**src/hw/rtl/nrbp_pkg.sv**
```systemverilog
// shared types, constants and helpers of the node record blob parser
`default_nettype none
package nrbp_pkg;

    localparam int KEY_BYTES   = 32;
    localparam int NAME_BYTES  = 32;
    localparam int QUEUE_DEPTH = 4;
    localparam int QPTR_W      = $clog2(QUEUE_DEPTH);
    localparam int QCNT_W      = $clog2(QUEUE_DEPTH + 1);
    localparam int PROD_W      = 42;

    localparam logic [9:0]  MS_PER_S     = 10'd1000;
    localparam logic [31:0] MAX_AGE_INIT = 32'd604800;
    localparam logic [7:0]  CHAR_LOW     = 8'h20;
    localparam logic [7:0]  CHAR_HIGH    = 8'h7E;
    localparam logic [7:0]  CHAR_SUBST   = 8'h3F;
    localparam logic [1:0]  FLAG_KEY     = 2'b01;
    localparam logic [1:0]  FLAG_LOC     = 2'b10;

    // result kinds
    localparam logic [2:0] KIND_HEADER = 3'd0;
    localparam logic [2:0] KIND_KEY    = 3'd1;
    localparam logic [2:0] KIND_NAME   = 3'd2;
    localparam logic [2:0] KIND_END    = 3'd3;
    localparam logic [2:0] KIND_ACCEPT = 3'd4;
    localparam logic [2:0] KIND_REJECT = 3'd5;

    // error codes
    localparam logic [1:0] ERR_NONE      = 2'd0;
    localparam logic [1:0] ERR_MAGIC     = 2'd1;
    localparam logic [1:0] ERR_VERSION   = 2'd2;
    localparam logic [1:0] ERR_TRUNCATED = 2'd3;

    // register indexes
    localparam logic [2:0] REG_MAGIC   = 3'd0;
    localparam logic [2:0] REG_VERSION = 3'd1;
    localparam logic [2:0] REG_WALL    = 3'd2;
    localparam logic [2:0] REG_UPTIME  = 3'd3;
    localparam logic [2:0] REG_MAX_AGE = 3'd4;

    // emit mask bits, in result order
    localparam int EM_KEY    = 0;
    localparam int EM_NAME   = 1;
    localparam int EM_HDR    = 2;
    localparam int EM_HEX_HI = 3;
    localparam int EM_HEX_LO = 4;
    localparam int EM_END    = 5;
    localparam int EM_ACCEPT = 6;
    localparam int EM_REJECT = 7;

    // results caused by one input byte
    typedef struct packed {
        logic [7:0]  emit;
        logic [7:0]  data;
        logic [1:0]  err;
        logic [7:0]  hash;
        logic [7:0]  role;
        logic [1:0]  flags;
        logic [31:0] advert;
        logic [31:0] diff;
        logic        rebase_ok;
        logic [31:0] lat;
        logic [31:0] lon;
    } job_t;

    function automatic logic [7:0] hex_char(input logic [3:0] nib);
        logic [7:0] c;
        if (nib < 4'd10)
            c = 8'h30 + {4'd0, nib};
        else
            c = 8'h37 + {4'd0, nib};
        return c;
    endfunction

endpackage
`default_nettype wire

```
**src/hw/rtl/nrbp_front.sv**
```systemverilog
// front part: byte parsing and classification into result jobs
`default_nettype none
module nrbp_front
    import nrbp_pkg::*;
(
    input  wire logic        clk,
    input  wire logic        rst_n,
    input  wire logic        take,
    input  wire logic [7:0]  blob_byte,
    input  wire logic        first_byte,
    input  wire logic        final_byte,
    input  wire logic [31:0] format_magic,
    input  wire logic [15:0] format_version,
    input  wire logic [31:0] wall_clock_seconds,
    input  wire logic [31:0] max_age_seconds,
    output logic             push,
    output job_t             job
);

    typedef enum logic [2:0] {
        PH_IDLE, PH_MAGIC, PH_VERSION, PH_COUNT, PH_FIXED, PH_KEY, PH_LOC, PH_NAME
    } phase_t;

    phase_t      phase_reg, phase_next, phase_eff;
    logic [7:0]  cnt_reg, cnt_next, cnt_eff, cnt_inc;
    logic [15:0] left_reg, left_next, left_dec;
    logic [31:0] word_reg, word_next, shifted;
    logic [7:0]  hash_reg, hash_next, role_reg, role_next, nlen_reg, nlen_next;
    logic [1:0]  flags_reg, flags_next;
    logic [31:0] advert_reg, advert_next, diff_reg, diff_next;
    logic [31:0] lat_reg, lat_next, lon_reg, lon_next;
    logic        ok_reg, ok_next, keep_reg, keep_next;
    logic        do_head, do_end;
    logic [7:0]  emit;
    logic [1:0]  err;
    logic [7:0]  data;

    // next-state and job classification for one byte
    always_comb
    begin
        phase_next  = phase_reg;
        cnt_next    = cnt_reg;
        left_next   = left_reg;
        word_next   = word_reg;
        hash_next   = hash_reg;
        role_next   = role_reg;
        nlen_next   = nlen_reg;
        flags_next  = flags_reg;
        advert_next = advert_reg;
        diff_next   = diff_reg;
        ok_next     = ok_reg;
        lat_next    = lat_reg;
        lon_next    = lon_reg;
        keep_next   = keep_reg;
        do_head     = 1'b0;
        do_end      = 1'b0;
        emit        = '0;
        err         = ERR_NONE;
        data        = blob_byte;
        left_dec    = '0;

        phase_eff = first_byte ? PH_MAGIC : phase_reg;
        cnt_eff   = first_byte ? 8'd0 : cnt_reg;
        shifted   = first_byte ? {blob_byte, 24'd0} : {blob_byte, word_reg[31:8]};
        cnt_inc   = cnt_eff + 8'd1;
        if (first_byte)
        begin
            left_next = '0;
            word_next = '0;
        end

        case (phase_eff)
            PH_MAGIC:
            begin
                word_next = shifted;
                cnt_next  = cnt_inc;
                if (cnt_inc == 8'd4)
                begin
                    if (shifted != format_magic)
                    begin
                        emit[EM_REJECT] = 1'b1;
                        err             = ERR_MAGIC;
                        phase_next      = PH_IDLE;
                    end
                    else
                    begin
                        phase_next = PH_VERSION;
                        cnt_next   = '0;
                    end
                end
                else
                    phase_next = PH_MAGIC;
            end
            PH_VERSION:
            begin
                word_next = shifted;
                cnt_next  = cnt_inc;
                if (cnt_inc == 8'd2)
                begin
                    if (shifted[31:16] != format_version)
                    begin
                        emit[EM_REJECT] = 1'b1;
                        err             = ERR_VERSION;
                        phase_next      = PH_IDLE;
                    end
                    else
                    begin
                        phase_next = PH_COUNT;
                        cnt_next   = '0;
                    end
                end
            end
            PH_COUNT:
            begin
                word_next = shifted;
                cnt_next  = cnt_inc;
                if (cnt_inc == 8'd2)
                begin
                    left_next = shifted[31:16];
                    if (shifted[31:16] == 16'd0)
                    begin
                        emit[EM_ACCEPT] = 1'b1;
                        phase_next      = PH_IDLE;
                    end
                    else
                    begin
                        phase_next = PH_FIXED;
                        cnt_next   = '0;
                    end
                end
            end
            PH_FIXED:
            begin
                if (cnt_eff == 8'd0)
                begin
                    hash_next = blob_byte;
                    lat_next  = '0;
                    lon_next  = '0;
                end
                else if (cnt_eff == 8'd1)
                    role_next = blob_byte;
                else if (cnt_eff == 8'd2)
                    flags_next = blob_byte[1:0];
                else if (cnt_eff == 8'd3)
                    nlen_next = blob_byte;
                else
                    word_next = shifted;
                cnt_next = cnt_inc;
                if (cnt_inc == 8'd8)
                    advert_next = shifted;
                if (cnt_inc == 8'd12)
                begin
                    diff_next = wall_clock_seconds - shifted;
                    ok_next   = (wall_clock_seconds != 32'd0) && (shifted != 32'd0)
                                && (shifted <= wall_clock_seconds);
                    keep_next = !((wall_clock_seconds != 32'd0) && (shifted != 32'd0)
                                && (wall_clock_seconds > shifted)
                                && ((wall_clock_seconds - shifted) > max_age_seconds));
                    cnt_next  = '0;
                    if ((flags_reg & FLAG_KEY) != 2'd0)
                        phase_next = PH_KEY;
                    else if ((flags_reg & FLAG_LOC) != 2'd0)
                        phase_next = PH_LOC;
                    else
                        do_head = 1'b1;
                end
            end
            PH_KEY:
            begin
                emit[EM_KEY] = keep_reg;
                cnt_next     = cnt_inc;
                if (cnt_inc >= 8'(KEY_BYTES))
                begin
                    cnt_next = '0;
                    if ((flags_reg & FLAG_LOC) != 2'd0)
                        phase_next = PH_LOC;
                    else
                        do_head = 1'b1;
                end
            end
            PH_LOC:
            begin
                word_next = shifted;
                cnt_next  = cnt_inc;
                if (cnt_inc == 8'd4)
                    lat_next = shifted;
                if (cnt_inc == 8'd8)
                begin
                    lon_next = shifted;
                    do_head  = 1'b1;
                end
            end
            PH_NAME:
            begin
                if (keep_reg && (cnt_eff < 8'(NAME_BYTES)))
                    emit[EM_NAME] = 1'b1;
                if ((blob_byte < CHAR_LOW) || (blob_byte > CHAR_HIGH))
                    data = CHAR_SUBST;
                cnt_next = cnt_inc;
                if (cnt_inc >= nlen_reg)
                    do_end = 1'b1;
            end
            default:
            begin
            end
        endcase

        // header done: header, stand-in name or name phase
        if (do_head)
        begin
            emit[EM_HDR] = keep_next;
            if (nlen_next == 8'd0)
            begin
                emit[EM_HEX_HI] = keep_next;
                emit[EM_HEX_LO] = keep_next;
                do_end          = 1'b1;
            end
            else
            begin
                phase_next = PH_NAME;
                cnt_next   = '0;
            end
        end

        // record end: next record or blob accepted
        if (do_end)
        begin
            left_dec  = left_next - 16'd1;
            left_next = left_dec;
            if (left_dec == 16'd0)
            begin
                emit[EM_ACCEPT] = 1'b1;
                phase_next      = PH_IDLE;
            end
            else
            begin
                emit[EM_END] = keep_next;
                phase_next   = PH_FIXED;
                cnt_next     = '0;
            end
        end

        // early end of blob
        if (final_byte && (phase_next != PH_IDLE))
        begin
            emit[EM_REJECT] = 1'b1;
            err             = ERR_TRUNCATED;
            phase_next      = PH_IDLE;
        end
    end

    // job snapshot
    always_comb
    begin
        job.emit      = emit;
        job.data      = data;
        job.err       = err;
        job.hash      = hash_next;
        job.role      = role_next;
        job.flags     = flags_next;
        job.advert    = advert_next;
        job.diff      = diff_next;
        job.rebase_ok = ok_next;
        job.lat       = lat_next;
        job.lon       = lon_next;
        push          = take && (emit != 8'd0);
    end

    // parser state
    always_ff @(posedge clk or negedge rst_n)
    begin
        if (!rst_n)
        begin
            phase_reg  <= PH_IDLE;
            cnt_reg    <= '0;
            left_reg   <= '0;
            word_reg   <= '0;
            hash_reg   <= '0;
            role_reg   <= '0;
            nlen_reg   <= '0;
            flags_reg  <= '0;
            advert_reg <= '0;
            diff_reg   <= '0;
            ok_reg     <= 1'b0;
            lat_reg    <= '0;
            lon_reg    <= '0;
            keep_reg   <= 1'b0;
        end
        else if (take)
        begin
            phase_reg  <= phase_next;
            cnt_reg    <= cnt_next;
            left_reg   <= left_next;
            word_reg   <= word_next;
            hash_reg   <= hash_next;
            role_reg   <= role_next;
            nlen_reg   <= nlen_next;
            flags_reg  <= flags_next;
            advert_reg <= advert_next;
            diff_reg   <= diff_next;
            ok_reg     <= ok_next;
            lat_reg    <= lat_next;
            lon_reg    <= lon_next;
            keep_reg   <= keep_next;
        end
    end

endmodule
`default_nettype wire

```
**src/hw/rtl/nrbp_queue.sv**
```systemverilog
// short job queue between front and back
`default_nettype none
module nrbp_queue
    import nrbp_pkg::*;
(
    input  wire logic clk,
    input  wire logic rst_n,
    input  wire logic push,
    input  job_t      push_job,
    input  wire logic pop,
    output logic      head_valid,
    output job_t      head_job,
    output logic      full
);

    job_t              mem [QUEUE_DEPTH];
    logic [QPTR_W-1:0] wr_reg, rd_reg;
    logic [QCNT_W-1:0] count_reg;

    assign head_valid = (count_reg != '0);
    assign full       = (count_reg == QCNT_W'(QUEUE_DEPTH));
    assign head_job   = mem[rd_reg];

    // storage
    always_ff @(posedge clk)
    begin
        if (push)
            mem[wr_reg] <= push_job;
    end

    // pointers and fill level
    always_ff @(posedge clk or negedge rst_n)
    begin
        if (!rst_n)
        begin
            wr_reg    <= '0;
            rd_reg    <= '0;
            count_reg <= '0;
        end
        else
        begin
            if (push)
                wr_reg <= wr_reg + QPTR_W'(1);
            if (pop)
                rd_reg <= rd_reg + QPTR_W'(1);
            if (push && !pop)
                count_reg <= count_reg + QCNT_W'(1);
            else if (pop && !push)
                count_reg <= count_reg - QCNT_W'(1);
        end
    end

endmodule
`default_nettype wire

```
**src/hw/rtl/nrbp_back.sv**
```systemverilog
// back part: expands jobs into result transfers, rebases last-seen
`default_nettype none
module nrbp_back
    import nrbp_pkg::*;
(
    input  wire logic        clk,
    input  wire logic        rst_n,
    input  wire logic        head_valid,
    input  job_t             head_job,
    output logic             pop,
    input  wire logic [31:0] uptime_millis,
    output logic             out_valid,
    input  wire logic        out_stall,
    output logic [2:0]       kind,
    output logic [7:0]       path_hash,
    output logic [7:0]       node_role,
    output logic             has_key,
    output logic             has_location,
    output logic [31:0]      advert_time,
    output logic [31:0]      last_seen_ms,
    output logic [31:0]      latitude_bits,
    output logic [31:0]      longitude_bits,
    output logic [7:0]       payload_byte,
    output logic [1:0]       error_code,
    output logic             last_of_run
);

    job_t              cur_reg;
    logic [7:0]        mask_reg, mask_next, pick;
    logic [PROD_W-1:0] prod_reg;
    logic              adv, emitting;
    logic [31:0]       seen_ms;

    logic              ov_reg;
    logic [2:0]        kind_reg;
    logic [7:0]        hash_reg, role_reg, pay_reg;
    logic              hk_reg, hl_reg, last_reg;
    logic [31:0]       adv_reg, seen_reg, lat_reg, lon_reg;
    logic [1:0]        err_reg;

    assign adv      = !ov_reg || !out_stall;
    assign emitting = adv && (mask_reg != 8'd0);
    assign pick     = mask_reg & (~mask_reg + 8'd1);
    assign mask_next = mask_reg & ~pick;
    assign pop      = head_valid && ((mask_reg == 8'd0) || (emitting && (mask_next == 8'd0)));

    // rebased last-seen from the registered product
    always_comb
    begin
        if (!cur_reg.rebase_ok || (prod_reg > {10'd0, uptime_millis}))
            seen_ms = '0;
        else
            seen_ms = uptime_millis - prod_reg[31:0];
    end

    // current job and age product
    always_ff @(posedge clk or negedge rst_n)
    begin
        if (!rst_n)
        begin
            mask_reg <= '0;
            cur_reg  <= '0;
            prod_reg <= '0;
        end
        else if (pop)
        begin
            cur_reg  <= head_job;
            mask_reg <= head_job.emit;
            prod_reg <= {10'd0, head_job.diff} * {32'd0, MS_PER_S};
        end
        else if (emitting)
            mask_reg <= mask_next;
    end

    // output register
    always_ff @(posedge clk or negedge rst_n)
    begin
        if (!rst_n)
        begin
            ov_reg   <= 1'b0;
            kind_reg <= '0;
            hash_reg <= '0;
            role_reg <= '0;
            pay_reg  <= '0;
            hk_reg   <= 1'b0;
            hl_reg   <= 1'b0;
            last_reg <= 1'b0;
            adv_reg  <= '0;
            seen_reg <= '0;
            lat_reg  <= '0;
            lon_reg  <= '0;
            err_reg  <= '0;
        end
        else if (adv)
        begin
            ov_reg   <= (mask_reg != 8'd0);
            hash_reg <= '0;
            role_reg <= '0;
            pay_reg  <= '0;
            hk_reg   <= 1'b0;
            hl_reg   <= 1'b0;
            adv_reg  <= '0;
            seen_reg <= '0;
            lat_reg  <= '0;
            lon_reg  <= '0;
            err_reg  <= ERR_NONE;
            kind_reg <= KIND_HEADER;
            last_reg <= (mask_next == 8'd0);
            case (pick)
                8'(1 << EM_KEY):
                begin
                    kind_reg <= KIND_KEY;
                    pay_reg  <= cur_reg.data;
                end
                8'(1 << EM_NAME):
                begin
                    kind_reg <= KIND_NAME;
                    pay_reg  <= cur_reg.data;
                end
                8'(1 << EM_HDR):
                begin
                    kind_reg <= KIND_HEADER;
                    hash_reg <= cur_reg.hash;
                    role_reg <= cur_reg.role;
                    hk_reg   <= cur_reg.flags[0];
                    hl_reg   <= cur_reg.flags[1];
                    adv_reg  <= cur_reg.advert;
                    seen_reg <= seen_ms;
                    lat_reg  <= cur_reg.lat;
                    lon_reg  <= cur_reg.lon;
                end
                8'(1 << EM_HEX_HI):
                begin
                    kind_reg <= KIND_NAME;
                    pay_reg  <= hex_char(cur_reg.hash[7:4]);
                end
                8'(1 << EM_HEX_LO):
                begin
                    kind_reg <= KIND_NAME;
                    pay_reg  <= hex_char(cur_reg.hash[3:0]);
                end
                8'(1 << EM_END):
                    kind_reg <= KIND_END;
                8'(1 << EM_ACCEPT):
                    kind_reg <= KIND_ACCEPT;
                8'(1 << EM_REJECT):
                begin
                    kind_reg <= KIND_REJECT;
                    err_reg  <= cur_reg.err;
                end
                default:
                    kind_reg <= KIND_HEADER;
            endcase
        end
    end

    assign out_valid      = ov_reg;
    assign kind           = kind_reg;
    assign path_hash      = hash_reg;
    assign node_role      = role_reg;
    assign has_key        = hk_reg;
    assign has_location   = hl_reg;
    assign advert_time    = adv_reg;
    assign last_seen_ms   = seen_reg;
    assign latitude_bits  = lat_reg;
    assign longitude_bits = lon_reg;
    assign payload_byte   = pay_reg;
    assign error_code     = err_reg;
    assign last_of_run    = last_reg;

endmodule
`default_nettype wire

```
**src/hw/rtl/node_record_blob_parser.sv**
```systemverilog
// node record blob parser: one blob byte per transfer in, parsed results out
// throughput: one input byte per cycle while the job queue has room; one result per cycle unless out_stall
// a byte causes at most six results, which leave the result side one after another
// path: a byte's job passes the job queue and the current-job register, then each result the output register
// reset: parser waits for a first byte, queue and output empty, registers cleared,
// age limit returns to one week
`default_nettype none
module node_record_blob_parser
    import nrbp_pkg::*;
(
    input  wire logic        clk,
    input  wire logic        rst_n,
    input  wire logic        in_valid,
    output logic             in_stall,
    input  wire logic [7:0]  blob_byte,
    input  wire logic        first_byte,
    input  wire logic        final_byte,
    output logic             out_valid,
    input  wire logic        out_stall,
    output logic [2:0]       kind,
    output logic [7:0]       path_hash,
    output logic [7:0]       node_role,
    output logic             has_key,
    output logic             has_location,
    output logic [31:0]      advert_time,
    output logic [31:0]      last_seen_ms,
    output logic [31:0]      latitude_bits,
    output logic [31:0]      longitude_bits,
    output logic [7:0]       payload_byte,
    output logic [1:0]       error_code,
    output logic             last_of_run,
    input  wire logic        psel,
    input  wire logic        penable,
    input  wire logic        pwrite,
    input  wire logic [4:0]  paddr,
    input  wire logic [31:0] pwdata,
    output logic [31:0]      prdata,
    output logic             pready
);

    logic [31:0] magic_reg, wall_reg, uptime_reg, max_age_reg;
    logic [15:0] version_reg;
    logic        take, push, pop, head_valid, full;
    job_t        push_job, head_job;

    // configuration registers
    always_ff @(posedge clk or negedge rst_n)
    begin
        if (!rst_n)
        begin
            magic_reg   <= '0;
            version_reg <= '0;
            wall_reg    <= '0;
            uptime_reg  <= '0;
            max_age_reg <= MAX_AGE_INIT;
        end
        else if (psel && penable && pwrite)
        begin
            case (paddr[4:2])
                REG_MAGIC:   magic_reg   <= pwdata;
                REG_VERSION: version_reg <= pwdata[15:0];
                REG_WALL:    wall_reg    <= pwdata;
                REG_UPTIME:  uptime_reg  <= pwdata;
                REG_MAX_AGE: max_age_reg <= pwdata;
                default:
                begin
                end
            endcase
        end
    end

    // register read back
    always_comb
    begin
        case (paddr[4:2])
            REG_MAGIC:   prdata = magic_reg;
            REG_VERSION: prdata = {16'd0, version_reg};
            REG_WALL:    prdata = wall_reg;
            REG_UPTIME:  prdata = uptime_reg;
            REG_MAX_AGE: prdata = max_age_reg;
            default:     prdata = '0;
        endcase
    end

    assign pready   = 1'b1;
    assign in_stall = full;
    assign take     = in_valid && !full;

    nrbp_front u_front (
        .clk                (clk),
        .rst_n              (rst_n),
        .take               (take),
        .blob_byte          (blob_byte),
        .first_byte         (first_byte),
        .final_byte         (final_byte),
        .format_magic       (magic_reg),
        .format_version     (version_reg),
        .wall_clock_seconds (wall_reg),
        .max_age_seconds    (max_age_reg),
        .push               (push),
        .job                (push_job)
    );

    nrbp_queue u_queue (
        .clk        (clk),
        .rst_n      (rst_n),
        .push       (push),
        .push_job   (push_job),
        .pop        (pop),
        .head_valid (head_valid),
        .head_job   (head_job),
        .full       (full)
    );

    nrbp_back u_back (
        .clk            (clk),
        .rst_n          (rst_n),
        .head_valid     (head_valid),
        .head_job       (head_job),
        .pop            (pop),
        .uptime_millis  (uptime_reg),
        .out_valid      (out_valid),
        .out_stall      (out_stall),
        .kind           (kind),
        .path_hash      (path_hash),
        .node_role      (node_role),
        .has_key        (has_key),
        .has_location   (has_location),
        .advert_time    (advert_time),
        .last_seen_ms   (last_seen_ms),
        .latitude_bits  (latitude_bits),
        .longitude_bits (longitude_bits),
        .payload_byte   (payload_byte),
        .error_code     (error_code),
        .last_of_run    (last_of_run)
    );

endmodule
`default_nettype wire
```
**config.mk**
```make
export PLATFORM = sky130hd
export DESIGN_NAME = node_record_blob_parser
export DESIGN_NICKNAME = d
export VERILOG_FILES = /design/src/hw/rtl/nrbp_pkg.sv /design/src/hw/rtl/nrbp_front.sv /design/src/hw/rtl/nrbp_queue.sv /design/src/hw/rtl/nrbp_back.sv /design/src/hw/rtl/node_record_blob_parser.sv
export SDC_FILE = /design/constraint.sdc
export NUM_CORES = 2
export LEC_CHECK = 0
export ABC_CLOCK_PERIOD_IN_PS = 18790
export BUFFER_PORTS_ARGS = -buffer_cell sky130_fd_sc_hd__buf_2
export CAP_MARGIN = 20
export CORE_AREA = 2 2 363 365
export CTS_CLUSTER_DIAMETER = 120
export DETAILED_ROUTE_END_ITERATION = 10
export DIE_AREA = 0 0 365 367
export MAX_ROUTING_LAYER = met4
export PLACE_DENSITY = 0.66
export SLEW_MARGIN = 20
export SYNTH_ARGS = -nofsm -noshare
export SYNTH_HDL_FRONTEND = slang
export SYNTH_SLANG_ARGS = --single-unit
```
**constraint.sdc**
```tcl
create_clock -name clk -period 18.79 [get_ports clk]
set_clock_uncertainty 0.1 [all_clocks]
set_input_delay 0.9395 -clock clk [delete_from_list [all_inputs] [get_ports clk]]
set_output_delay 0.9395 -clock clk [all_outputs]
set_load 0.01 [all_outputs]
```
# Yosys cells after proc, flatten, opt, wreduce, memory -nomap -nowiden
# Memories as Yosys holds them, arrays and structs flattened.
# Index checks and enable logic that the tools add are counted.
# totals
regBits	699
mem_bits_rw	660
inputBits	54
output_inout_bits	195
elab_cells	281
mem_count	1
# memory_table
name	words	width	rd	rd_clocked_by_memory_dff	write_ports	line	source
u_queue.mem	4	165	1	0	1	nrbp_queue.sv:16	job_t mem [QUEUE_DEPTH];
# op_classes
add_sub_neg	13
multipliers	1
order_cmp	11
eq_ne	29
n_mux	126
n_bitwise	4
reduce_logical	50
# ops
op	n
2-to-1 mux 32 bit	18
2-to-1 mux 8 bit	31
one-hot mux 32 bit (2 select lines)	3
one-hot mux 32 bit (5 select lines)	1
> comparator 32 bit	2
2-to-1 mux 16 bit	4
nonzero test 32 bit	2
subtractor 32 bit	2
2-to-1 mux 3 bit	17
one-hot mux 8 bit (6 select lines)	1
> comparator 42 x 32 -> 1 bit	1
multiplier 32 x 7 -> 39 bit, second input constant	1
== test 8 x 2 -> 1 bit, second input constant	4
less-or-equal comparator 32 bit	1
zero test 16 bit	2
zero test 8 bit	4
inequality test 32 bit	1
2-to-1 mux 1 bit	31
one-hot mux 3 bit (5 select lines)	2
adder 6 x 4 -> 7 bit, first input constant	4
2-to-1 mux 2 bit	13
== test 8 x 4 -> 1 bit, second input constant	3
2-to-1 mux 24 bit	1
one-hot mux 8 bit (3 select lines)	1
36 further kinds	84

# Logic depth before layout (Yosys ltp)
# depth
depth_word	20
depth_mapped	37

# By module
# From an unflattened synthesis, not the netlist that was laid out.
# hier_totals
cells_unflattened	5214
area_unflattened_um2	66359.9
# by_module_without_submodules
module	n_inst	cells_per_inst	area_per_inst_um2	seq_area_each_um2
nrbp_queue	1	896	24210.7	19994.2
nrbp_back	1	2035	20138.1	8333.0
nrbp_front	1	1812	15314.7	5180.0
node_record_blob_parser	1	471	6696.4	3612.2

# Least setup slack after synthesis
# OpenSTA, ideal clock, no wires.
# synth_path
path_type	input port to flip-flop
start	input first_byte
end	memory u_queue.mem[0][0] (netlist name) (enable)
t_arrival_ns	14.037
slack_ns	3.962
cell_stages	28
path_buffers	10
path_cell_list	clkbuf_1 clkbuf_1 buf_1 clkbuf_1 buf_1 clkbuf_1 nor2b_1 ha_1 or3_1 a2111o_1 a2bb2o_4 buf_6 nor2_2 buf_6 buf_6 clkbuf_1 mux2_2 nand2_1 ha_1 o21ai_0 mux2_2 nor4b_2 xor2_1 nand4_1 a2111o_1 o21ai_2 o21ai_2 nor2_1
# synth_rtl
item	line	source
from (decl)	node_record_blob_parser.sv:16	input wire logic first_byte,
to (decl)	nrbp_queue.sv:16	

# Worst setup path after layout
# layout_path
start	input first_byte
end	memory u_queue.mem[2][41] (netlist name) (enable)
# layout_between
elab_chain_len	18
# layout_lines
item	line	source
parallel branches: the longest is 14 deep, another holds subtractor 16 x 1 -> 16 bit	--	
nonzero test 8 bit (*)	nrbp_front.sv:266	push = take && (emit != 8'd0);
logical AND 1 bit (*)	nrbp_front.sv:266	
2-to-1 mux 1 bit (*)	nrbp_queue.sv:27	if (push)
2-to-1 mux 1 bit (not written as such) (*)	nrbp_queue.sv:28	mem[wr_reg] <= push_job;
# Every way passes the cells marked *.

==> impl_results.md <==
* Die H at about 370 um
* Initial antenna violation count at 16
* Clk_lat worst skew at 0.79 ns
* Maximum buffer depth of the clock tree at 3
* Worst-path clk slew at 0.06 ns
* Buffer count from post-CTS setup fixing at 0
* Grt total ovfl at 0
* Cell family with most CP delay: compound AO/OA/AOI/OAI gates
* Total track usage at a little over a quarter
* RSZ-0062 raised after global routing: no
* Ys async rst share at 51.30%
* TNS Setup at 0 ns
* Initial DRT Pass Iterations at 6
* Core Region at 130500 um^2
* WL/cell at 24.53 um
* Rel. slew slack at 21.15%
* TritonCTS clock tree: yes
* FP Rows at 133
* Maximum clock rate at 0.1080 GHz
* Syn Std Cell Area at around 64000 um^2
* Max reg flops at 656
* Die Wd at 365 um
* Final setup fails at 0
* Layout cell share with drive strength beyond 1 at 20.26%
* Setup crit end kind: register
* Synthesized Nets at between 5000 and 6000
* H-tree levels at 4
* Initial DRC count at 4094
* Number of flops mapped to enable cells by yosys at 656
* Worst path arrival time at 9.55 ns
* Final hold violation count at 0
* Post-DP HPWL at ~120000 um
* Commonest cells post-synth: dfrtp_1, edfxtp_1, nand2_1
* Slew Viols, Final at 0
* Root Buffer: clkbuf_16
* Max-Cap Viols at 0
* Worst path max stage delay at 0.73 ns
* Vias at 41502
* Drt total wl at 173900 um
* First-pass GRT wire length at 261700 um
* Synth area leaders: edfxtp_1, dfrtp_1, mux4_2
* CP max-delay cell: buf_4
* Final Cell Area at 72410 um^2
* Worst slew pin tran at ~1.2 ns
* Fin nets at between 5000 and 6000
* ANT nets after route at 0
* Worst min-delay path class: in2async
* Placer Congestion at ~0.94
* Final Critical Period at 9.260 ns
* Initial core utilization at 49.44%
* Fin crit share at between 40% and 50%
* Crit path buf inv count at 6
* Post-CTS Hold Fix Bufs at 0
* Num CTS Buffers at 144
* Seq/Total Area, Yosys at 57.37%
* IO buf count at 245
* DIE AREA at 134000 um^2
* # resized after CTS at 0
* Vias per cell at around 6
* Area Overhead vs Synth at 12.28%
* Syn avg cell area at roughly 13 um^2
* Primary FF master, synth: dfrtp_1
* Post-synth top area share at 30.54%
* Yosys reg bits at 1347
* Most frequent cell after synthesis: dfrtp_1
* Run status: completed
* CTS sink cnt at about 1300
* Placed Area at about 68000 um^2
* Yosys Warn Count at 0
* Hold slack at between 0.05 and 0.06 ns
* Crit path max fanout at between 50 and 60
* Leading area contributor after synthesis: edfxtp_1
* Critical path class: in2reg
* Largest net degree at the start of global routing at 148
* Setup crit start kind: primary input
* Post-Syn Instances at 4983
* Post-synthesis cell type count at 84
* Post-route DRC at 0
* Vias in the first global route at 40836
* Worst path required time at 19.08 ns
* Io pins at about 250
==> cells by family after synthesis <==
| family | synth area share, % |
|---|---|
| adders and majority gates | 8.210 |
| and+or+nand+nor | 7.661 |
| xor gates and xnor gates | 1.996 |
| DFF | 57.37 |
| buffers and inverters | 3.298 |
| other | 0.005814 |
| muxes | 11.47 |
| AOI/OAI and AO/OA | 9.991 |
==> routing by layer <==
metal  track usage (%)  vias to the layer above  share of wire [%]
met5                 -                        -                  0
met4             8.729                        0                3.3
met3             4.439                      283                6.5
met2             40.74                     1357                 47
met1             37.55                    21239                 43
li1                  -                    18623                  -
==> per-stage QoR <==
stage	setup slack [ns]	util [%]	std cells
finish	9.530	55.50	7089
global route	8.939	55.50	7086
CTS	9.654	55.45	7074
detailed placement	8.837	51.89	6806
global placement	8.879	51.89	6806
floorplan	3.962	-	4983
==> worst paths after layout <==
path,from,to,slack [ns],depth (start not counted)
hold reg to reg,u_front.hash_reg[0]$_DFFE_PN0P_,u_front.hash_reg[0]$_DFFE_PN0P_,0.37,2
hold / removal,rst_n,u_back.payload_byte[6]$_DFFE_PN0P_,0.06,1
setup reg to reg,u_front.word_reg[11]$_DFFE_PN0P_,u_queue.mem[2][41]$_DFFE_PP_,10.03,27
min in group clk,pwdata[17],uptime_reg[17]$_DFFE_PN0P_,0.32,3
setup / recovery,first_byte,u_queue.mem[2][41]$_DFFE_PP_,9.53,31
max in group asynchronous,rst_n,u_back.prod_reg[11]$_DFFE_PN0P_,16.13,3
==> area by class of cell <==
cell class                 instances  area, um^2
fill                           10765       58050
inverter                         302        1134
timing repair buffer             324        1891
antenna                           14       35.03
clock inverter                    63       533.0
sequential                      1347       37010
clock buffer                     205        4119
tap                             1755        2196
multi-input combinational       3079       25500
==> placed cells by master, fill, tap and decap left out, types with 64 or more instances in the layout <==
cell type and instances:
clkbuf_16 149, fa_1 121, a22o_1 138, buf_4 74, inv_1 300, edfxtp_1 656
mux4_2 164, a22oi_1 68, a21oi_1 117, a21o_1 64, nor2_1 171, buf_2 244
nand2_1 651, ha_1 228, o21ai_0 328, xnor2_1 95, mux2_2 317, dfrtp_1 682
Power is not shown: default switching activity piles up to over one toggle a cycle in this logic, so the estimate is an artifact.
